==> config.mk <==
export PLATFORM = sky130hd
export DESIGN_NAME = umwb_div
export DESIGN_NICKNAME = d
export VERILOG_FILES = /design/src/design/umwb_pkg.sv /design/src/design/umwb_div.sv
export SDC_FILE = /design/constraint.sdc
export NUM_CORES = 2
export LEC_CHECK = 0
export BUFFER_PORTS_ARGS = -buffer_cell sky130_fd_sc_hd__buf_2
export CORE_AREA = 3 3 486 584
export DETAILED_ROUTE_END_ITERATION = 6
export DIE_AREA = 0 0 489 587
export SYNTH_ARGS = -nofsm -noshare
export SYNTH_HDL_FRONTEND = slang
export SYNTH_SLANG_ARGS = --single-unit
==> constraint.sdc <==
create_clock -name clk_i -period 6 [get_ports clk_i]
set_input_delay 1.2 -clock clk_i [delete_from_list [all_inputs] [get_ports clk_i]]
set_output_delay 1.2 -clock clk_i [all_outputs]
set_load 0.05 [all_outputs]
==> src/design/umwb_pkg.sv <==
// Shared types and constants for the unit move / wall bounce pipeline.
// No dependencies; used by every module of the block.
package umwb_pkg;

  localparam int unsigned NumAxes = 3;
  localparam int unsigned SqrtStages = 32;
  localparam int unsigned DivStages = 28;
  localparam int unsigned FrontStages = 2;
  localparam int unsigned BackStages = 2;

  localparam int unsigned CfgIdxW = 8;
  localparam int unsigned CfgDataW = 32;

  typedef enum logic [CfgIdxW-1:0] {
    CfgTimeStep = 8'd0,
    CfgBoundX   = 8'd1,
    CfgBoundY   = 8'd2,
    CfgBoundZ   = 8'd3
  } cfg_idx_e;

  localparam logic signed [15:0] DirMin = 16'sh8000;
  localparam logic signed [15:0] DirMax = 16'sh7fff;

  typedef struct packed {
    logic [NumAxes-1:0][31:0] pos;
    logic [NumAxes-1:0][15:0] dir;
    logic                     move;
  } item_t;

endpackage

==> src/design/umwb_div.sv <==
// Pipelined restoring divider: (num << 12) / den, one quotient bit per stage.
// Depends on umwb_pkg; quotient is known to fit 28 bits.
module umwb_div (
  input  logic        clk_i,
  input  logic        en_i,
  input  logic [47:0] num_i,
  input  logic [31:0] den_i,
  output logic [27:0] quo_o
);
  import umwb_pkg::*;

  logic [DivStages-1:0][31:0] rem_q;
  logic [DivStages-1:0][27:0] quo_q;
  logic [DivStages-1:0][31:0] den_q;
  logic [DivStages-1:0][27:0] low_q;

  for (genvar k = 0; k < DivStages; k++) begin : g_stage
    logic [31:0] rem_in, den_in;
    logic [27:0] quo_in, low_in;
    logic [32:0] sh;
    logic [31:0] rem_d;
    logic        bit_d;

    if (k == 0) begin : g_first
      assign rem_in = num_i[47:16];
      assign quo_in = '0;
      assign den_in = den_i;
      assign low_in = {num_i[15:0], 12'd0};
    end else begin : g_next
      assign rem_in = rem_q[k-1];
      assign quo_in = quo_q[k-1];
      assign den_in = den_q[k-1];
      assign low_in = low_q[k-1];
    end

    always_comb begin
      sh = {rem_in, low_in[DivStages-1-k]};
      if (sh >= {1'b0, den_in}) begin
        rem_d = 32'(sh - {1'b0, den_in});
        bit_d = 1'b1;
      end else begin
        rem_d = sh[31:0];
        bit_d = 1'b0;
      end
    end

    always_ff @(posedge clk_i) begin
      if (en_i) begin
        rem_q[k] <= rem_d;
        quo_q[k] <= {quo_in[26:0], bit_d};
        den_q[k] <= den_in;
        low_q[k] <= low_in;
      end
    end
  end

  assign quo_o = quo_q[DivStages-1];

endmodule

### Yosys cells after proc, flatten, opt, wreduce, memory -nomap -nowiden

Index checks and enable logic that the tools add are counted.

* bits of input ports: 82
* word-level logic and storage cells: 218
* register bits: 2254
* output and inout bits: 28

* add/subtract/negate cells: 27
* order comparisons: 28
* muxes and demuxes: 55

Operator list (number)
* greater-or-equal comparator 33 x 32 -> 1 bit: 28
* 2-to-1 mux 32 bit: 27
* subtractor 32 bit: 27
* 2-to-1 mux 1 bit: 28

### Logic depth before layout (Yosys ltp)

* depth in word-level cells: 2
* depth in mapped cells: 15
* gate-level depth less buffers: 13

### Worst setup path before layout

OpenSTA, ideal clock, no wires.

* path type: input-to-reg
* start point: in den_i[1]
* end point: reg rem_q, in the netlist g_stage[1].rem_in[4] (data pin)
* data arrival time: 3.736 ns
* required time: 5.746 ns
* setup time: 0.254 ns
* setup slack: 2.010 ns
* path buffers: 1
* cell stages on the path: 13
* cell sequence: inv_1 ha_1 nor2b_1 o31ai_1 a21oi_1 o2111ai_1 o21bai_1 a31oi_1 a21oi_1 o32ai_1 clkbuf_1 a211oi_1 a21o_1

* word-level cells in the longest chain between the ends: 2
* elaborated cells on any way between the ends: 3
* those cells by class: add/sub: 1; order compare: 1; mux: 1

Ends and longest elaborated chain
* start: declaration: line umwb_div.sv:7 `input logic [31:0] den_i,`
* subtractor 32 bit / greater-or-equal comparator 33 x 32 -> 1 bit (equally long branches): line umwb_div.sv:39, umwb_div.sv:38
* 2-to-1 mux 32 bit *: line umwb_div.sv:38 `if (sh >= {1'b0, den_in}) begin`
* via g_stage[0].rem_d[4]: line umwb_div.sv:21 `logic [31:0] rem_d;`
* end signal: indexed assignment: line umwb_div.sv:49 `rem_q[k] <= rem_d;`
* end: declaration: line umwb_div.sv:12 `logic [DivStages-1:0][31:0] rem_q;`

The timed path passes the listed nets; every way through them passes the cells marked *.
A chain may end at the register's enable or synchronous reset.

### Worst setup path in the final report

* start point: reg rem_q, in the netlist g_stage[15].rem_in[7]
* end point: reg rem_q, in the netlist g_stage[16].rem_in[2] (data pin)

* word-level cells in the longest chain between the ends: 2

Ends and longest elaborated chain (line)
* greater-or-equal comparator 33 x 32 -> 1 bit: umwb_div.sv:38
* 2-to-1 mux 32 bit: umwb_div.sv:38
* via g_stage[15].rem_d[2]: umwb_div.sv:21

The timed path passes the listed nets, and every way through them passes these cells.

==> flow_summary.ini <==
[setup_path]
r2r_setup_slack_ns = 1.32
crit_fanout = 33
reg2reg_from = g_stage[15].rem_in[7]$_DFFE_PP_
crit_path_end_kind = flop
r2r-end = g_stage[16].rem_in[2]$_DFFE_PP_
cp.arrival_ns = 5.31
critical_path_class = reg -> reg
start_kind = flop
cp_data_required_time_ns = 6.63
r2r_cells = 11

[clock_network]
clk_latency_ns = 0.94
cts_made_buffers = 245
ctsHoldBuffers = 0
cts_tree = done
htree_num_levels = 4
clk_path_buf_depth = 4
cts_setup_buffers = 0
post_cts_resized = 0
clock_sinks = 2254
clockRootBuffer = clkbuf_16
path_clk_slew_ns = 0.06

[timing]
timing.fmax_mhz = 214
skew_ns = 0.0772
hold_viol_final = 0
final-max-slew-violation-count = 0
relSlewSlack = 0.136
layout_worst_path_cycle_share = 0.780
setup_violations = 0
worst_slew_pin_slew_ns = 1.30
finalSetupTns_ns = 0
period_needed_ns = 4.68
rsz0062_at_grt = false

[logic_synthesis]
synth-edff-count = 2254
yosys_register_bits = 2254
synth_top_flop_cell = edfxtp_1
synth_warnings = 0
netlist_area_um2 = 125000
synth_area_per_cell_um2 = 11.6
syn_nets = 11800
ys_async_sr_fraction = 0
synth_cells = 10800
seq_area_frac_synth = 0.541
ys_types = 93

[floorplan]
start_util = 0.449
die_x_um = 489
core_um2 = 278000
die_area_um2 = 287000
pin_count = 110
rows = 212
fp.dieH_um = 587

[detailed_routing]
vias_per_cell = 5.59
antenna_left = 0
vias = 82900
drt_iter0_drc = 6561
drc = 0
avgRoutedWirePerCell_um = 21.3
drt_pass1_iterations = 6
routed_wirelength_um = 316000

[cells_and_area]
areaGrowthSynthToFinish_pct = 10.5
mostFrequentLayoutCells = edfxtp_1 (2254), inv_1 (1099), ha_1 (895), a21oi_1 (794), nand2_1 (708)
drive_gt1_frac = 0.0952
design_area_um2 = 138000
fillers = 24500
final_common_cell = edfxtp_1
nets = 12000

[place]
port_buffers = 109
postPlaceCellArea_um2 = 130000
gp_congestion = 0.924
dp_hpwl_um = 239000

[power_and_ir_drop]
swShare = 0.382
p_per_area_nw_per_um2 = 566
peakVddDrop_mv = 0.399
p_comb_frac = 0.464
p_int_mw = 48.3
pwr-share-clk = 0.199
pwr-share-seq = 0.337
power_switching_mw = 29.8
p_leak_nw = 56.4

[global_route]
grt_pass1_vias = 81900
grt_usage = 0.215
grt_pass1_wl_um = 483000
grt_start_max_net_pins = 174
grt_overflow_total = 0
antenna_found_initial = 7

[min_path]
worstHoldStart = g_stage[3].low_in[23]$_DFFE_PP_
min_path_cells = 0
worstHoldEndpoint = g_stage[4].low_in[23]$_DFFE_PP_
holdCritPathClass = reg -> reg

[status]
outcome = finished clean

[job]
drv_cap = 0
layer usage:
| layer | share of wire | wire (µm) | GRT usage | vias up |
|---|---|---|---|---|
| met3 | 0.044 | 13900 | 0.0256 | 520 |
| met1 | 0.43 | 137000 | 0.283 | 40100 |
| li1 | - | - | - | 40200 |
| met4 | 0.032 | 10100 | 0.0648 | 0 |
| met5 | 0 | 0 | 0 | - |
| met2 | 0.49 | 155000 | 0.370 | 2002 |
Yosys cell counts (all sizes together), types with 29 or more instances:
cell type | n | share of area
clkbuf | 184 | 0.0055
or2 | 33 | 0.0017
o31ai | 66 | 0.0040
or3 | 36 | 0.0018
a21boi | 42 | 0.0025
mux2 | 413 | 0.038
o211ai | 45 | 0.0027
a21oi | 798 | 0.032
nor2 | 545 | 0.016
a31oi | 118 | 0.0060
nand2 | 709 | 0.021
buf | 63 | 0.0030
a211o | 29 | 0.0020
o21a | 126 | 0.0076
o21bai | 100 | 0.0060
nand3 | 181 | 0.0072
a211oi | 70 | 0.0042
xnor2 | 419 | 0.029
a21o | 495 | 0.030
and3 | 105 | 0.0053
and2 | 60 | 0.0030
ha | 895 | 0.090
xor2 | 300 | 0.021
nand2b | 121 | 0.0061
nor3 | 135 | 0.0054
mux2i | 40 | 0.0032
o21ai | 660 | 0.026
nand4 | 140 | 0.0070
edfxtp | 2254 | 0.54
o31a | 37 | 0.0026
nor2b | 123 | 0.0062
inv | 1100 | 0.033
critical path, cell delays in order, from the launching register on:
cell      delay [ns]
edfxtp_1        0.41
ha_1            0.39
a21oi_1         0.21
o21ai_0         0.14
and2_1          0.18
a31oi_1         0.23
a21boi_1        0.16
a221o_1         0.41
a31oi_1         0.50
a41oi_1         0.29
a21oi_4         0.98
mux2_2          0.43
sequential cells by signal, summed over array words and instances (netlist names):
register and cells:
quo_o 28, g_stage.quo_in 378, g_stage.rem_in 864, g_stage.low_in 120
g_stage.den_in 864
how the worst max path moves through the flow:
| stage | end | slack (ns) | start |
|---|---|---|---|
| floorplan | g_stage[1].rem_in[4]$_DFFE_PP_ | 2.01 | den_i[1] |
| global placement | g_stage[1].rem_in[30]$_DFFE_PP_ | 1.18 | den_i[1] |
| detailed placement | g_stage[1].rem_in[30]$_DFFE_PP_ | 1.18 | den_i[1] |
| CTS | g_stage[16].rem_in[15]$_DFFE_PP_ | 1.28 | g_stage[15].den_in[1]$_DFFE_PP_ |
| global route | g_stage[16].rem_in[6]$_DFFE_PP_ | 1.0 | g_stage[15].den_in[1]$_DFFE_PP_ |
| finish | g_stage[16].rem_in[2]$_DFFE_PP_ | 1.32 | g_stage[15].rem_in[7]$_DFFE_PP_ |
cell type report:
| class | instances | area [µm²] | share of cell area |
|---|---|---|---|
| Tap cell | 3638 | 4550 | 0.0329 |
| Clock inverter | 163 | 1950 | 0.0141 |
| Inverter | 1100 | 4130 | 0.0299 |
| Multi-Input combinational cell | 7213 | 52300 | 0.378 |
| Clock buffer | 281 | 6290 | 0.0455 |
| Sequential cell | 2254 | 67700 | 0.490 |
| Antenna cell | 1 | 2.50 | 0.0000181 |
| Timing Repair Buffer | 181 | 1290 | 0.00933 |
logic make-up (layout without fill, tap and decap cells):
group,after synthesis,count (layout),synth area share
AO/OA/AOI/OAI,2840,2840,0.144
flip-flops,2254,2254,0.541
buffers and inverters,1347,1725,0.0415
XOR/XNOR,719,719,0.0504
other,0,1,0
multiplexers,453,453,0.0412
AND/OR/NAND/NOR,2279,2279,0.0871
adder cells (fa/ha/maj),922,922,0.0939
power by group through the flow:
stage                     sequential [mW]  clock [mW]  combinational (mW)
after floorplan                      25.0           0                27.4
after global placement               26.8           0                35.4
after detailed placement             26.7           0                35.8
after CTS                            26.4        16.1                36.1
after global routing                 26.7        16.7                40.2
final                                26.4        15.5                36.2
through the flow:
step | setup slack [ns] | power (mW) | util | hold slack, ns | cells
6_report | 1.32 | 78.2 | 0.497 | 0.370 | 14800
3_3_place_gp | 1.18 | 62.2 | 0.467 | 0.401 | 14400
3_5_place_dp | 1.18 | 62.5 | 0.467 | 0.405 | 14400
2_1_floorplan | 2.01 | 52.4 | - | 0.400 | 10800
5_1_grt | 0.999 | 83.6 | 0.497 | 0.378 | 14800
4_1_cts | 1.28 | 78.6 | 0.497 | 0.351 | 14800
No activity file was read; power rests on OpenSTA's default activity.
