[src/design/umwb_pkg.sv]
// Shared types and constants for the unit move / wall bounce pipeline.
// No dependencies; used by every module of the block.
package umwb_pkg;

  localparam int unsigned NumAxes = 3;
  localparam int unsigned SqrtStages = 32;
  localparam int unsigned DivStages = 28;
  localparam int unsigned FrontStages = 2;
  localparam int unsigned BackStages = 2;

  localparam int unsigned CfgIdxW = 8;
  localparam int unsigned CfgDataW = 32;

  typedef enum logic [CfgIdxW-1:0] {
    CfgTimeStep = 8'd0,
    CfgBoundX   = 8'd1,
    CfgBoundY   = 8'd2,
    CfgBoundZ   = 8'd3
  } cfg_idx_e;

  localparam logic signed [15:0] DirMin = 16'sh8000;
  localparam logic signed [15:0] DirMax = 16'sh7fff;

  typedef struct packed {
    logic [NumAxes-1:0][31:0] pos;
    logic [NumAxes-1:0][15:0] dir;
    logic                     move;
  } item_t;

endpackage

[src/design/umwb_sqrt.sv]
// Pipelined integer square root of (op << 32), one root bit per stage.
// Depends on umwb_pkg.
module umwb_sqrt (
  input  logic        clk_i,
  input  logic        en_i,
  input  logic [31:0] op_i,
  output logic [31:0] root_o
);
  import umwb_pkg::*;

  logic [SqrtStages-1:0][33:0] rem_q;
  logic [SqrtStages-1:0][31:0] root_q;
  logic [SqrtStages-1:0][31:0] op_q;

  for (genvar k = 0; k < SqrtStages; k++) begin : g_stage
    logic [33:0] rem_in;
    logic [31:0] root_in, op_in;
    logic [1:0]  pair;
    logic [35:0] rem_sh, trial;
    logic [33:0] rem_d;
    logic [31:0] root_d;

    if (k == 0) begin : g_first
      assign rem_in = '0;
      assign root_in = '0;
      assign op_in = op_i;
    end else begin : g_next
      assign rem_in = rem_q[k-1];
      assign root_in = root_q[k-1];
      assign op_in = op_q[k-1];
    end

    // Upper half of the radicand comes from op, lower half is zero.
    if (k < 16) begin : g_hi
      assign pair = op_in[31-2*k -: 2];
    end else begin : g_lo
      assign pair = 2'b00;
    end

    always_comb begin
      rem_sh = {rem_in, pair};
      trial = {2'b00, root_in, 2'b01};
      if (rem_sh >= trial) begin
        rem_d = 34'(rem_sh - trial);
        root_d = {root_in[30:0], 1'b1};
      end else begin
        rem_d = rem_sh[33:0];
        root_d = {root_in[30:0], 1'b0};
      end
    end

    always_ff @(posedge clk_i) begin
      if (en_i) begin
        rem_q[k] <= rem_d;
        root_q[k] <= root_d;
        op_q[k] <= op_in;
      end
    end
  end

  assign root_o = root_q[SqrtStages-1];

endmodule

[config.mk]
export PLATFORM = sky130hd
export DESIGN_NAME = umwb_sqrt
export DESIGN_NICKNAME = d
export VERILOG_FILES = /design/src/design/umwb_pkg.sv /design/src/design/umwb_sqrt.sv
export SDC_FILE = /design/constraint.sdc
export NUM_CORES = 2
export LEC_CHECK = 0
export ABC_CLOCK_PERIOD_IN_PS = 9050
export BUFFER_PORTS_ARGS = -buffer_cell sky130_fd_sc_hd__buf_2
export CAP_MARGIN = 5
export CORE_ASPECT_RATIO = 0.7
export CORE_MARGIN = 8
export CORE_UTILIZATION = 30
export DETAILED_ROUTE_END_ITERATION = 8
export PLACE_DENSITY_LB_ADDON = 0.05
export SETUP_SLACK_MARGIN = 0.1
export SLEW_MARGIN = 20
export SYNTH_ARGS = -nofsm -noshare
export SYNTH_HDL_FRONTEND = slang
export SYNTH_SLANG_ARGS = --single-unit
[constraint.sdc]
create_clock -name clk_i -period 9.05 [get_ports clk_i]
set_input_delay 0.905 -clock clk_i [delete_from_list [all_inputs] [get_ports clk_i]]
set_output_delay 0.905 -clock clk_i [all_outputs]
set_load 0.05 [all_outputs]
* After elaboration in Yosys (flattened, before gate mapping) *
Index checks and enable logic that the tools add are counted.

storage, ports and cells
  flip-flop bits (word level) = 1791
  output and inout port bits = 32
  logic and storage cells = 220

cells by class
  add/subtract/negate cells = 31
  $lt $le $gt $ge = 32
  multiplexer cells = 63

operators with widths
  operator          count
  $mux W34          30
  $ge A36 B10 Y1    1
  $ge A36 B11 Y1    1
  $ge A36 B12 Y1    1
  $ge A36 B13 Y1    1
  $ge A36 B14 Y1    1
  $ge A36 B15 Y1    1
  $ge A36 B16 Y1    1
  $ge A36 B17 Y1    1
  $ge A36 B18 Y1    1
  $ge A36 B19 Y1    1
  $ge A36 B20 Y1    1
  $ge A36 B21 Y1    1
  $ge A36 B22 Y1    1
  $ge A36 B23 Y1    1
  $ge A36 B24 Y1    1
  $ge A36 B25 Y1    1
  $ge A36 B26 Y1    1
  $ge A36 B27 Y1    1
  $ge A36 B28 Y1    1
  $ge A36 B29 Y1    1
  $ge A36 B3 Y1     1
  $ge A36 B30 Y1    1
  $ge A36 B31 Y1    1
  other kinds (42)  73

* Longest topological paths before layout *
  word-level depth = 2
  gate-level depth with buffers = 14
  gate-level depth less buffers = 13

* Worst setup path before layout *
Ideal clock, no wire load.

  path type = flip-flop to flip-flop
  from = reg rem_q, in the netlist g_stage[27].rem_in[0]
  to = reg rem_q, in the netlist g_stage[28].rem_in[31] (data pin)
  setup time = 0.271 ns
  arrival time = 3.564 ns
  data required time = 8.779 ns
  slack = 5.215 ns
  stages on the path, launching flop included = 13
  buffers on the path = 1
  period minus slack after synthesis = 3.835 ns
  cells stage by stage = edfxtp_1 > ha_1 > fa_1 > a211o_1 > a2111o_1 > a2111oi_0 > o21ai_0 > a21oi_1 > o31ai_1 > clkbuf_1 > o21ai_0 > nor4_1 > xor2_1

between the ends
  cells in the longest elaborated chain, start to end = 2

RTL lines
  element                                             line                              RTL
  start: declaration                                  umwb_sqrt.sv:11                   logic [SqrtStages-1:0][33:0] rem_q;
  start signal: indexed assignment                    umwb_sqrt.sv:54                   rem_q[k] <= rem_d;
  $sub A34 B29 Y34 or $ge A36 B29 Y1 (tied branches)  umwb_sqrt.sv:44, umwb_sqrt.sv:43
  $mux W34 *                                          umwb_sqrt.sv:43                   if (rem_sh >= trial) begin
  via g_stage[27].rem_d[31]                           umwb_sqrt.sv:20                   logic [33:0] rem_d;

The timed path passes the listed nets; every way through them passes the cells marked *.
A chain may end at the register's enable or synchronous reset.

* Worst setup path after layout *
  from = reg rem_q, in the netlist g_stage[26].rem_in[0]
  to = reg rem_q, in the netlist g_stage[27].rem_in[22] (data pin)

between the ends
  cells in the longest elaborated chain, start to end = 2

RTL lines
  element                                             line
  $sub A34 B28 Y34 or $ge A36 B28 Y1 (tied branches)  umwb_sqrt.sv:44, umwb_sqrt.sv:43
  $mux W34 *                                          umwb_sqrt.sv:43
  via g_stage[26].rem_d[22]                           umwb_sqrt.sv:20

Marked as above.

==> metrics.md <==
| Metric | Value |
|---|---|
| Crit end category | `flop` |
| I/O Buffers | `65` |
| Seq. cell area | `52310 um2` |
| Residual overflow from global routing | `0` |
| Fraction of synthesized cell area in xor and xnor cells | `between 7 and 8%` |
| Post-CTS Setup Repair Bufs | `0` |
| Ys Warns | `0` |
| Total routing resource utilization after global routing | `15.38%` |
| Via count | `60.66k` |
| EDFF count, synth | `1742` |
| Number of H-tree levels | `4` |
| Start point of the worst min-delay path | `op_i[24]` |
| WHS Endpoint | `g_stage[1].op_in[24]$_DFFE_PP_` |
| Mux contribution to synthesized area | `1.132%` |
| Maximum vdd drop | `128.1 uV` |
| Setup tns final | `0 ns` |
| Clock tree root driver cell | `clkbuf_16` |
| Shortest period the worst path allows | `~5.2 ns` |
| Share of synthesized area occupied by flip-flops and latches | `around 57%` |
| TritonCTS clock tree | `yes` |
| Leakage | `39.37 nW` |
| Setup repair after global routing missed its margin | `false` |
| Critical R2R Launch | `g_stage[26].rem_in[0]$_SDFFCE_PP0P_` |
| HPWL after DPL | `just under 200 mm` |
| Category of the most critical setup path | `flop to flop` |
| Clock latency on the worst-skew pair | `0.88 ns` |
| Wirelength, routed | `259.9 mm` |
| Maximum number of buffers from clock root to sink | `4` |
| Die boundary height | `478.6 um` |
| Largest family of logic cells by synthesized area | `simple AND/OR/NAND/NOR gates` |
| Final weighted congestion in routability-driven placement | `0.8466` |
| DRC violations left | `0` |
| Flip-flop cell with the highest count after synthesis | `edfxtp_1` |
| Critical path arrival | `5.82 ns` |
| Global-route wire length before repair | `between 300 and 400 mm` |
| Post-synthesis compound-gate area fraction | `11.40%` |
| Tightest slew margin relative to the limit | `19.22%` |
| Worst Hold Depth | `1` |
| Count of max-cap constraint violations | `0` |
| Final setup violating endpoints | `0` |
| Clock-pin slew of the registers on the worst-case setup and hold paths | `around 0.060 ns` |
| Count of final hold-check violations | `0` |
| Simple-gate share of the synthesized area | `11.84%` |
| Period Utilization, post-route | `57.85%` |
| Number of primary I/O pins | `66` |
| Filler Cells Inserted | `approximately 30k` |
| Die ar. | `323900 um2` |
| Crit path required time | `9.63 ns` |
| Most area-hungry cell type in the Yosys netlist | `edfxtp_1` |
| Detailed Route Iter0 Violations | `approximately 5.4k` |
| Nets@finish | `about 8.7k` |
| Share of the synthesized area in the top cell type | `57.04%` |
| Cells taking the most area after synthesis | `edfxtp_1 (57%), ha_1 (7.3%), xor2_1 (3.8%), xnor2_1 (3.7%), a21oi_1 (3.1%)` |
| Total count of max-transition violations in the final report | `0` |
| Ratio of total power to cell area | `approximately 250 nW/um2` |
| Synthesized area per cell | `11.60 um2` |
| Initial antenna violation count | `14` |
| Average vias per placed instance | `approximately 4.9` |
| Number of library cell types mapped by synthesis | `90` |
| Slew at the pin with the worst max-slew slack | `1.201 ns` |
| Post-CTS sizing | `0` |
| Worst min-delay path category | `primary input to flop` |
| Category of the worst setup path launch point | `flop` |
| Fraction of final layout cells sized beyond drive strength 1 | `7.093%` |
| Core area | `305200 um2` |
| FMAX | `191.0 MHz` |
| Via count of the first global-routing pass | `56.91k` |
| Reg-to-reg endpoint | `g_stage[27].rem_in[22]$_DFFE_PP_` |
| Result of the run | `completed` |
| WL per Instance | `about 21 um` |
| Core utilization of the finished layout | `33.99%` |
| Die outline width | `slightly below 700 um` |
| # hold bufs at CTS | `0` |
| Post-synthesis cell count | `7906` |
| Multi-input logic area | `36360 um2` |
| Cells on worst reg2reg path | `10` |
| Net count after synthesis | `8489` |
| Adder and majority cell fraction of the synthesized area | `roughly 7.6%` |
| Register bit count reported by yosys | `around 1.7k` |
| Total clock buffers created by CTS | `203` |
| Highest net fanout along the worst path | `44` |
| Initial core utilization | `30.04%` |
| Register-to-Register Setup Slack | `3.81 ns` |
| Largest net degree at the start of global routing | `roughly 170` |
| Post-Route Skew | `0.08240 ns` |
| Num Clock Sinks | `~1.7k` |
| ANT nets after route | `0` |
| Netlist area before placement | `91700 um2` |
| Fraction of registers with async set or reset after synthesis | `0%` |
| Pre-antenna DRT Iters | `6` |
| Layout area overhead | `13.12%` |
| Std-Cell Rows | `170` |
-- Yosys cell counts (all sizes together), types with 30 or more instances --
cell type and instances:
edfxtp 1742, inv 693, a21oi 566, nor2 561, nand2 544, ha 534, o21ai 444, xor2 397
xnor2 386, a21o 203, nor3 196, nand3 152, clkbuf 131, nor4 121, nand2b 104, mux2 86
o21a 85, or3 85, nand4 78, nor2b 74, or4 67, o21bai 52, a211oi 48, a31oi 44
or2 43, and3 40, o31ai 36, o211ai 30
-- worst max-delay path, stage by stage, from the launching register on --
cell,delay [ns]
edfxtp_1,0.47
ha_1,0.27
fa_1,0.41
a21o_1,0.20
a21oi_1,0.37
o211ai_1,0.25
a2111oi_1,1.03
nor3b_1,0.36
a311o_1,0.52
or2_2,0.63
mux2_2,0.41
-- sequential cells by signal, summed over array words and instances, names as in the netlist --
| signal | count |
|---|---|
| g_stage.rem_in | 974 |
| g_stage.root_in | 496 |
| g_stage.op_in | 240 |
| root_o | 32 |
-- layer usage --
layer  vias to the layer above  global-route usage, %  share of wire [%]
met1                     29400                  27.42                 58
met5                         -                      0                  0
met2                      1574                  16.94                 32
met4                         0                  3.052                1.9
li1                      29390                      -                  -
met3                       294                  3.957                8.0
-- per-stage QoR --
stage | power [mW] | setup WS (ns) | hold WS [ns] | cells | area [um2]
after detailed placement | 17.86 | 3.848 | 0.4045 | 11920 | 97210
after global routing | 27.52 | 3.621 | 0.1297 | 12280 | 103700
final | 26.11 | 3.815 | 0.2097 | 12290 | 103700
after global placement | 17.90 | 3.626 | 0.4017 | 11920 | 97180
after floorplan | 15.47 | 5.215 | 0.4003 | 7906 | 91700
after CTS | 26.37 | 3.781 | 0.1010 | 12270 | 103700
-- kinds of logic after synthesis --
logic type                 after synthesis
muxes                                   93
other                                    1
AOI/OAI and AO/OA                     1702
buffers and inverters                  843
DFF                                   1742
adders and majority gates              549
xor gates and xnor gates               783
and+or+nand+nor                       2193
-- area by class of cell --
type                       count  area share [%]
antenna                       14         0.03377
clock buffer                 230           5.015
inverter                     694           2.511
timing repair buffer         120          0.8708
multi-input combinational   5321           35.05
sequential                  1742           50.43
clock inverter               126           1.221
tap                         4042           4.875
-- power breakdown --
part,switching (mW),internal [mW]
clock,3.45,4.79
combinational,3.81,2.51
sequential,1.11,10.4
total,8.38,17.7
-- placed cells by master, fill, tap and decap left out, types with 42 or more instances in the layout --
cell type  instances
nor2b_1           74
a21oi_1          564
o21ai_0          441
mux2_2            86
xnor2_1          386
nor4_1           120
clkinv_1          52
xor2_1           397
a31oi_1           43
nand4_1           77
buf_4             43
edfxtp_1        1742
inv_1            691
a21o_1           203
nor3_1           192
clkbuf_16        204
or3_1             84
buf_2             64
or4_1             65
nand3_1          152
a211oi_1          46
nor2_1           558
nand2_1          543
o21bai_1          52
o21a_1            85
or2_2             42
ha_1             534
nand2b_1         104
-- how the worst max path moves through the flow --
stage,startpoint,endpoint,slack (ns),cells after the start
after CTS,g_stage[27].rem_in[0]$_SDFFCE_PP0P_,g_stage[28].rem_in[31]$_DFFE_PP_,3.78,13
after global placement,g_stage[26].rem_in[0]$_SDFFCE_PP0P_,g_stage[27].rem_in[2]$_DFFE_PP_,3.63,10
final,g_stage[26].rem_in[0]$_SDFFCE_PP0P_,g_stage[27].rem_in[22]$_DFFE_PP_,3.81,10
after global routing,g_stage[26].rem_in[0]$_SDFFCE_PP0P_,g_stage[27].rem_in[22]$_DFFE_PP_,3.62,10
after floorplan,g_stage[27].rem_in[0]$_SDFFCE_PP0P_,g_stage[28].rem_in[31]$_DFFE_PP_,5.21,12
after detailed placement,g_stage[27].rem_in[0]$_SDFFCE_PP0P_,g_stage[28].rem_in[31]$_DFFE_PP_,3.85,13
No activity file was read; power rests on OpenSTA's default activity.
