==> src/design/umwb_pkg.sv <==
// Shared types and constants for the unit move / wall bounce pipeline.
// No dependencies; used by every module of the block.
package umwb_pkg;

  localparam int unsigned NumAxes = 3;
  localparam int unsigned SqrtStages = 32;
  localparam int unsigned DivStages = 28;
  localparam int unsigned FrontStages = 2;
  localparam int unsigned BackStages = 2;

  localparam int unsigned CfgIdxW = 8;
  localparam int unsigned CfgDataW = 32;

  typedef enum logic [CfgIdxW-1:0] {
    CfgTimeStep = 8'd0,
    CfgBoundX   = 8'd1,
    CfgBoundY   = 8'd2,
    CfgBoundZ   = 8'd3
  } cfg_idx_e;

  localparam logic signed [15:0] DirMin = 16'sh8000;
  localparam logic signed [15:0] DirMax = 16'sh7fff;

  typedef struct packed {
    logic [NumAxes-1:0][31:0] pos;
    logic [NumAxes-1:0][15:0] dir;
    logic                     move;
  } item_t;

endpackage

==> src/design/umwb_back.sv <==
// Back end: wall test, heading reflection, final move with saturation.
// Depends on umwb_pkg.
module umwb_back (
  input  logic              clk_i,
  input  logic              en_i,
  input  umwb_pkg::item_t   item_i,
  input  logic [2:0][27:0]  quo_i,
  input  logic [2:0][27:0]  quo_alt_i,
  input  logic [2:0][30:0]  bound_i,
  output logic [2:0][31:0]  pos_o,
  output logic [2:0][15:0]  dir_o
);
  import umwb_pkg::*;

  logic [2:0][15:0] dir_d, dir1_q, dir2_q;
  logic [2:0][28:0] step_d, step_q;
  logic [2:0][31:0] pos1_q, pos2_q, pos_d;
  logic             move_q;

  always_comb begin
    for (int a = 0; a < 3; a++) begin
      logic signed [33:0] dlt, nxt;
      logic               flip;
      logic [27:0]        qsel;
      dlt = item_i.dir[a][15] ? -$signed({6'd0, quo_i[a]}) : $signed({6'd0, quo_i[a]});
      nxt = $signed({{2{item_i.pos[a][31]}}, item_i.pos[a]}) + dlt;
      flip = nxt[33] || (nxt > $signed({3'd0, bound_i[a]}));
      if (!item_i.move || !flip) begin
        dir_d[a] = item_i.dir[a];
        qsel = quo_i[a];
      end else if ($signed(item_i.dir[a]) == DirMin) begin
        dir_d[a] = DirMax;
        qsel = quo_alt_i[a];
      end else begin
        dir_d[a] = 16'(~item_i.dir[a] + 16'd1);
        qsel = quo_i[a];
      end
      step_d[a] = dir_d[a][15] ? 29'(-$signed({1'b0, qsel})) : {1'b0, qsel};
    end
  end

  always_comb begin
    for (int a = 0; a < 3; a++) begin
      logic signed [33:0] sum;
      sum = $signed({{2{pos1_q[a][31]}}, pos1_q[a]})
          + $signed({{5{step_q[a][28]}}, step_q[a]});
      if (!move_q) begin
        pos_d[a] = pos1_q[a];
      end else if (sum[33:31] == 3'b000 || sum[33:31] == 3'b111) begin
        pos_d[a] = sum[31:0];
      end else begin
        pos_d[a] = sum[33] ? 32'h8000_0000 : 32'h7fff_ffff;
      end
    end
  end

  always_ff @(posedge clk_i) begin
    if (en_i) begin
      dir1_q <= dir_d;
      step_q <= step_d;
      pos1_q <= item_i.pos;
      move_q <= item_i.move;
      dir2_q <= dir1_q;
      pos2_q <= pos_d;
    end
  end

  assign pos_o = pos2_q;
  assign dir_o = dir2_q;

endmodule

==> config.mk <==
export PLATFORM = sky130hd
export DESIGN_NAME = umwb_back
export DESIGN_NICKNAME = d
export VERILOG_FILES = /design/src/design/umwb_pkg.sv /design/src/design/umwb_back.sv
export SDC_FILE = /design/constraint.sdc
export NUM_CORES = 1
export LEC_CHECK = 0
export BUFFER_PORTS_ARGS = -buffer_cell sky130_fd_sc_hd__buf_2
export CAP_MARGIN = 20
export CORE_MARGIN = 1
export CORE_UTILIZATION = 58
export CTS_CLUSTER_DIAMETER = 60
export DETAILED_ROUTE_END_ITERATION = 8
export PLACE_DENSITY = 0.86
export SYNTH_ARGS = -nofsm -noshare
export SYNTH_HDL_FRONTEND = slang
export SYNTH_SLANG_ARGS = --single-unit
==> constraint.sdc <==
create_clock -name clk_i -period 12.9 [get_ports clk_i]
set_input_delay 2.58 -clock clk_i [delete_from_list [all_inputs] [get_ports clk_i]]
set_output_delay 2.58 -clock clk_i [all_outputs]
set_load 0.02 [all_outputs]
**Word-level counts from Yosys, hierarchy flattened**

Cells that the tools add are included.

- Bits of input ports: 408
- Bits in registers: 376

- Reduce and logical (&&, ||, !) cells: 16
- Mux-type cells: 27
- $lt $le $gt $ge: 3
- $add $sub $neg: 15
- Equality and inequality tests: 6
- Bitwise operators: 3

Operator list:

| operator | count |
|---|---|
| $mux 32 | 9 |
| $mux 28 | 9 |
| $add 32x34->34 | 3 |
| $gt 34x32->1 | 3 |
| $mux 34 | 3 |
| $neg 28->34 | 3 |
| $add 32x29->33 | 3 |
| $mux 16 | 6 |
| $neg 28->29 | 3 |
| $add 16x1->16 const B | 3 |
| $eq 16x16->1 const B | 3 |
| $not 16->16 | 3 |
| $eq 3x3->1 const B | 3 |
| $logic_not 3->1 | 3 |
| $logic_or 1x1->1 | 9 |
| $logic_not 1->1 | 4 |

**Longest topological paths before layout**

Gate-level depths: netlist (run 1).

- Depth after elaboration: 10
- Depth in mapped cells: 45
- Gate-level depth less buffers: 41

**Least setup slack after synthesis (run 1)**

Ideal clock, no wire load.

- Kind: input-to-reg
- Start point: input port quo_i[4] (netlist bit)
- End point: register step_q[26] (netlist bit) (data pin)
- Data required time: 12.635 ns
- Data arrival time: 10.642 ns
- Slack: 1.992 ns
- Buffers on the path: 3
- Stages: 41
- Setup time: 0.265 ns
- Cell sequence: clkbuf_1 -> or4_1 -> or3_1 -> nor3_1 -> nand2_1 -> or4_1 -> or3_1 -> nand2_1 -> xnor2_1 -> ha_1 -> nand2_1 -> nor2_1 -> nand2_1 -> nor4_1 -> a41oi_1 -> nand2_1 -> nand3_1 -> o21ai_0 -> (+5 left out) -> a21oi_1 -> o211ai_1 -> a31oi_1 -> o21ai_0 -> o41ai_2 -> or2_1 -> buf_6 -> buf_2 -> mux2i_1 -> ha_1 -> nand2_1 -> nor2_1 -> nand2_1 -> or2_2 -> nor3_1 -> nand2_1 -> o31ai_1 -> xor2_1

RTL lines:

| item | line | RTL |
|---|---|---|
| start, declared | umwb_back.sv:7 | `input logic [2:0][27:0] quo_i,` |
| end signal, assigned | umwb_back.sv:60 | `step_q <= step_d;` |
| end, declared | umwb_back.sv:16 | `logic [2:0][28:0] step_d, step_q;` |

==> flow_summary.json, run 1 <==
{
  "outcome": "finished, final reports clean",
  "path_class": "input pin to flop",
  "drt-pass1-iter-count": 6,
  "reg2regPathDepth": 16,
  "numCtsBuffers": 44,
  "stdcell_count": 4651,
  "cap_violations": 0,
  "dp_cells": 4544,
  "clk_pin_slew_ns": 0.06,
  "tritoncts": "built",
  "slew_headroom_pct": 28.70,
  "critPathMaxStageDelay_ns": 0.85,
  "synth_area_leaders": "edfxtp_1 (36%), ha_1 (13%), xnor2_1 (6.3%)",
  "drv_slew": 0,
  "synthSimpleGateAreaFrac_pct": 15.59,
  "yosysWarnings": 0,
  "p_per_area_mw_per_mm2": 134.3,
  "syn_inst": 3375,
  "cts_setup_buffers": 0,
  "cp.arrival_ns": 12.02,
  "max_freq_ghz": 0.08546,
  "synth-seq-cells": 376,
  "hold_buffers": 0,
  "worst-path-buf-inv": 2,
  "num-nets-final": 4629,
  "synth_fa_ha_area_share_pct": 12.98,
  "critPathMaxFanout": 18,
  "synth_compound_area_share_pct": 19.22,
  "yosysSeqAreaShare_pct": 36.41,
  "hpwl_mm": 78.57,
  "pre_cts_ws_ns": 0.8241,
  "muxShareOfSynthArea_pct": 2.344,
  "cpMaxStageDelayCell": "o41ai_2",
  "mostFrequentLayoutCell": "buf_2",
  "drive_gt1_share_pct": 17.59,
  "synth_area_per_cell_sq_um": 9.188,
  "portBuffers": 551,
  "rows": 84,
  "synth-main-ff-cell": "edfxtp_1",
  "clockBufferDepth": 3,
  "synth_top_cell_by_area": "edfxtp_1",
  "worst_ir_drop_vdd_uv": 86.59,
  "synthArstFlopShare_pct": 0,
  "min_path_type": "flop to flop",
  "place_area_sq_mm": 0.03451,
  "track_usage_pct": 35.07,
  "synth_nets": 4101,
  "cts_resized": 0,
  "reg2reg_from": "pos1_q[64]",
  "finalSetupViolations": 0,
  "grt_pass1_wl_mm": 147.0,
  "min_period_ns": 11.70,
  "hold_end": "dir_o[0]",
  "cp.required_ns": 13.22,
  "final_cell_mix": "buf_2 (550), edfxtp_1 (376), ha_1 (312)",
  "wl_mm": 98.25,
  "min_period_over_period_pct": 90.70,
  "grt_max_degree": 185,
  "fp.dieH_um": 233.2,
  "synth_top_family_by_area": "compound AO/OA/AOI/OAI gates",
  "ant_nets": 0,
  "initial_core_util_pct": 58.89,
  "coreArea_sq_mm": 0.05266,
  "synth_xor_area_share_pct": 8.868,
  "io_pins": 552,
  "worstSetupEndpointType": "flop",
  "multi_input_area_sq_mm": 0.01834,
  "final.setup.tns_ns": 0,
  "worstSkewPairLatency_ns": 0.58,
  "cts.sink_count": 376,
  "grt_pass1_vias": 26370,
  "rsz0062_at_grt": "no",
  "viasPerCell": 6.115,
  "cp_common_cell": "nand2_1",
  "syn_to_final_growth_pct": 15.97,
  "htreeDepth": 2,
  "gr-total-overflow": 0,
  "power_leakage_nw": 15.69,
  "route.detailed.drc": 0,
  "setup_ws_ns": 1.199,
  "drtIter0Drc": 2890,
  "worst_slew_pin_slew_ns": 1.061,
  "startpoint_type": "input pin",
  "fillerInstances": 4171,
  "timing.rr.end": "pos_o[82]",
  "fp.dieW_um": 233.2,
  "skew_ns": 0.02127,
  "root_buffer": "clkbuf_16",
  "wire_per_inst_um": 21.12,
  "finalHoldViolCount": 0,
  "ff_latch_area_sq_mm": 0.01129,
  "min_from": "dir1_q[0]",
  "die_area_sq_mm": 0.05440,
  "synth_enable_flop_cells": 376,
  "antenna_found_initial": 31,
  "r2r_setup_slack_ns": 7.84,
  "synth.distinct_cells": 83,
  "routed-via-count": 28440,
  "synth.top_cell.area_share_pct": 36.41,
  "syn_area_sq_mm": 0.03101,
  "hold_path_depth": 0,
  "crit_family": "simple AND/OR/NAND/NOR gates",
  "routabilityCongestion": 1.026,
  "final_area_sq_mm": 0.03596
}
[cell usage after synthesis (6+ instances only)]
library cell,count
nor2b_1,36
a31oi_1,64
nor4_1,24
o21bai_1,25
a21boi_0,10
nor2_1,296
a221oi_1,7
a211oi_1,17
a41oi_1,9
or4_1,24
xor2_1,91
buf_2,7
mux2i_1,67
o21ai_0,183
nor3_1,69
or3_4,6
ha_1,312
a221o_1,6
o22ai_1,94
a21o_1,117
nand2_1,197
o41a_1,6
inv_1,273
nand3_1,52
buf_1,6
nor3b_1,8
xnor2_1,223
and2_1,23
clkbuf_1,81
and3_1,18
o21a_1,29
o31ai_1,28
a2111oi_0,9
or2_2,21
o211ai_1,20
edfxtp_1,376
nand2b_1,64
or3_1,79
a21oi_1,267
fa_1,6
nand4_1,35
[worst reg2reg max path: cells and delay by family, from the launching register on]
kind | cells | cell delay [ns]
AND/OR/NAND/NOR | 3 | 1.20
buffers and inverters | 2 | 0.30
AO/OA/AOI/OAI | 9 | 2.46
adder cells (fa/ha/maj) | 2 | 0.58
flip-flops | 1 | 0.36
[power breakdown]
part / internal (mW) / total, mW / switching, mW
registers: 1.57 / 1.63 / 0.0650
clock network: 0.678 / 1.19 / 0.511
logic: 0.801 / 2.01 / 1.20
total: 3.05 / 4.83 / 1.78
[worst max-delay path by stage]
| stage | cells after the start | start | slack [ns] | endpoint |
|---|---|---|---|---|
| 6_report | 40 | quo_i[5] | 1.20 | step_q[26] |
| 5_1_grt | 40 | quo_i[5] | 0.35 | step_q[26] |
| 4_1_cts | 40 | quo_i[5] | 1.39 | step_q[26] |
| 3_5_place_dp | 40 | quo_i[5] | 0.82 | step_q[26] |
| 3_3_place_gp | 40 | quo_i[5] | 0.99 | step_q[26] |
| 2_1_floorplan | 41 | quo_i[4] | 1.99 | step_q[26] |
[per-stage QoR]
stage / power, mW / utilization (%) / hold WS (ns)
2_1_floorplan: 3.022 / - / 0.4003
3_3_place_gp: 3.551 / 65.53 / 0.4012
3_5_place_dp: 3.596 / 65.53 / 0.4045
4_1_cts: 4.792 / 68.11 / 0.4159
5_1_grt: 5.093 / 68.25 / 0.4218
6_report: 4.831 / 68.30 / 0.4145
[area by class of cell]
cell class	instances	share of cell area (%)
inverters	274	2.860
multi-input cells	2627	50.98
clock inverters	29	0.6054
clock buffers	49	3.173
repair buffers	580	8.392
diodes	28	0.1948
well taps	688	2.394
flip-flops and latches	376	31.40
[cells by family after synthesis]
logic type | Yosys count
XOR/XNOR | 314
multiplexers | 72
adder cells (fa/ha/maj) | 318
AO/OA/AOI/OAI | 948
AND/OR/NAND/NOR | 975
buffers and inverters | 372
flip-flops | 376
[state kept, by name, summed over array words and instances (netlist names)]
name	flops
dir1_q	48
move_q	1
pos1_q	96
dir_o	48
step_q	87
pos_o	96
[layer usage]
| metal | vias to the layer above | wire length, um | global-route usage (%) |
|---|---|---|---|
| met2 | 1342 | 44930 | 56.06 |
| met5 | - | 131 | 0 |
| li1 | 13520 | - | - |
| met4 | 20 | 4060 | 15.46 |
| met1 | 13320 | 39700 | 45.96 |
| met3 | 247 | 9432 | 6.921 |
No activity file was read; power rests on OpenSTA's default activity.
==> inputs of run 2 (changes only) <==
CORE_UTILIZATION = 55   (was 58)
PLACE_DENSITY = 0.83   (was 0.86)
==> run 2 against run 1 <==
  * Largest power group unchanged
  * Worst hold slack better by 0.0014 ns
  * Sequential share of layout area down 0.12 points
  * Largest cell class unchanged
  * Power increased by 0.90%
==> flow_summary.json, run 2 (synthesis results as in run 1) <==
{
  "outcome": "finished, final reports clean",
  "pwr-share-clk_pct": 26.0,
  "die_area_sq_mm": 0.05734,
  "critPathMaxFanout": 6,
  "critPathMaxStageDelay_ns": 1.00,
  "worstSetupEndpointType": "flop",
  "root_buffer": "clkbuf_16",
  "fp.dieW_um": 239.5,
  "final_cell_mix": "buf_2 (550), edfxtp_1 (376), ha_1 (312)",
  "cts_resized": 0,
  "antenna_found_initial": 35,
  "wire_per_inst_um": 20.69,
  "fp.dieH_um": 239.5,
  "coreArea_sq_mm": 0.05542,
  "numCtsBuffers": 44,
  "cap_violations": 0,
  "initial_core_util_pct": 55.96,
  "grt_pass1_wl_mm": 146.3,
  "routed-via-count": 28000,
  "p_per_area_mw_per_mm2": 135.0,
  "grt_pass1_vias": 26130,
  "path_class": "input pin to flop",
  "pwr-share-comb_pct": 40.5,
  "viasPerCell": 5.948,
  "final.setup.tns_ns": 0,
  "route.detailed.drc": 0,
  "drt-pass1-iter-count": 6,
  "skew_ns": 0.02879,
  "worst_ir_drop_vdd_uv": 103.1,
  "hold_buffers": 0,
  "cp.arrival_ns": 12.23,
  "routabilityCongestion": 1.004,
  "drtIter0Drc": 2223,
  "finalHoldViolCount": 0,
  "cts_setup_buffers": 0,
  "cts.sink_count": 376,
  "swShare_pct": 36.31,
  "htreeDepth": 2,
  "intPower_mw": 3.104,
  "syn_to_final_growth_pct": 16.40,
  "cpMaxStageDelayCell": "o41ai_2",
  "cp_common_cell": "nand2_1",
  "max_freq_ghz": 0.08394,
  "portBuffers": 551,
  "drive_gt1_share_pct": 17.69,
  "min_path_type": "flop to flop",
  "gr-total-overflow": 0,
  "num-nets-final": 4626,
  "min_period_over_period_pct": 92.35,
  "rsz0062_at_grt": "no",
  "clk_pin_slew_ns": 0.06,
  "track_usage_pct": 33.19,
  "clockBufferDepth": 3,
  "p_seq_share_pct": 33.5,
  "cp.required_ns": 13.22,
  "slew_headroom_pct": 28.84,
  "hpwl_mm": 78.87,
  "tritoncts": "built",
  "mostFrequentLayoutCell": "buf_2",
  "drv_slew": 0,
  "wl_mm": 97.37,
  "io_pins": 552,
  "startpoint_type": "input pin",
  "rows": 86,
  "min_period_ns": 11.91,
  "power_switching_mw": 1.770,
  "finalSetupViolations": 0,
  "grt_max_degree": 92,
  "worst_slew_pin_slew_ns": 1.056,
  "worstSkewPairLatency_ns": 0.58,
  "ant_nets": 0,
  "power_mw": 4.874,
  "power_leakage_nw": 15.73
}
## run 2: cell type report
cell class,instances,area (sq um)
Clock buffer,50,1124
Sequential cell,376,11290
Clock inverter,31,352.8
Inverter,274,1028
Fill cell,4598,19320
Multi-Input combinational cell,2627,18340
Antenna cell,24,60.06
Timing Repair Buffer,577,2970
Tap cell,748,935.9
## run 2: per-layer routing
layer / share of wire, % / routed length (um) / vias up / global-route usage [%]
met5: 0.21 / 208 / - / 0
met4: 3.7 / 3600 / 30 / 13.40
met3: 9.5 / 9269 / 213 / 7.722
met2: 46 / 44870 / 1212 / 53.47
met1: 40 / 39420 / 13040 / 42.91
li1: - / - / 13510 / -
## run 2: path summary, 6_finish.rpt
check / slack [ns] / from / end / depth (start not counted)
setup / recovery: 0.99 / quo_i[5] / step_q[26] / 39
setup reg to reg: 7.92 / pos1_q[64] / pos_o[69] / 16
hold / removal: 0.42 / dir1_q[10] / dir_o[10] / 0
hold reg to reg: 0.42 / dir1_q[10] / dir_o[10] / 0
## run 2: worst max-delay path, delay by kind of cell
kind            cells  cell delay (ns)
fa+ha+maj           3             0.87
simple gates       20             5.15
mux                 1             0.26
buf+inv             1             0.16
xor+xnor            3             0.36
compound gates     11             2.86
## run 2: metrics by stage
step / instance area (sq um) / util (%) / hold slack, ns / setup slack [ns] / instances
4_1_cts: 36020 / 65.00 / 0.4191 / 1.165 / 4682
5_1_grt: 36080 / 65.11 / 0.4227 / 0.2488 / 4701
2_1_floorplan: 31010 / - / 0.4003 / 1.992 / 3375
3_5_place_dp: 34550 / 62.34 / 0.4045 / 0.6308 / 4601
6_report: 36100 / 65.14 / 0.4160 / 0.9867 / 4707
3_3_place_gp: 34550 / 62.34 / 0.4021 / 0.8442 / 4601
## run 2: power groups by stage
stage | registers (mW) | clock network, mW | logic, mW
detailed placement | 1.66 | 0 | 1.93
global route | 1.65 | 1.32 | 2.18
global placement | 1.65 | 0 | 1.90
CTS | 1.63 | 1.28 | 1.95
finish | 1.63 | 1.27 | 1.98
floorplan | 1.73 | 0 | 1.29
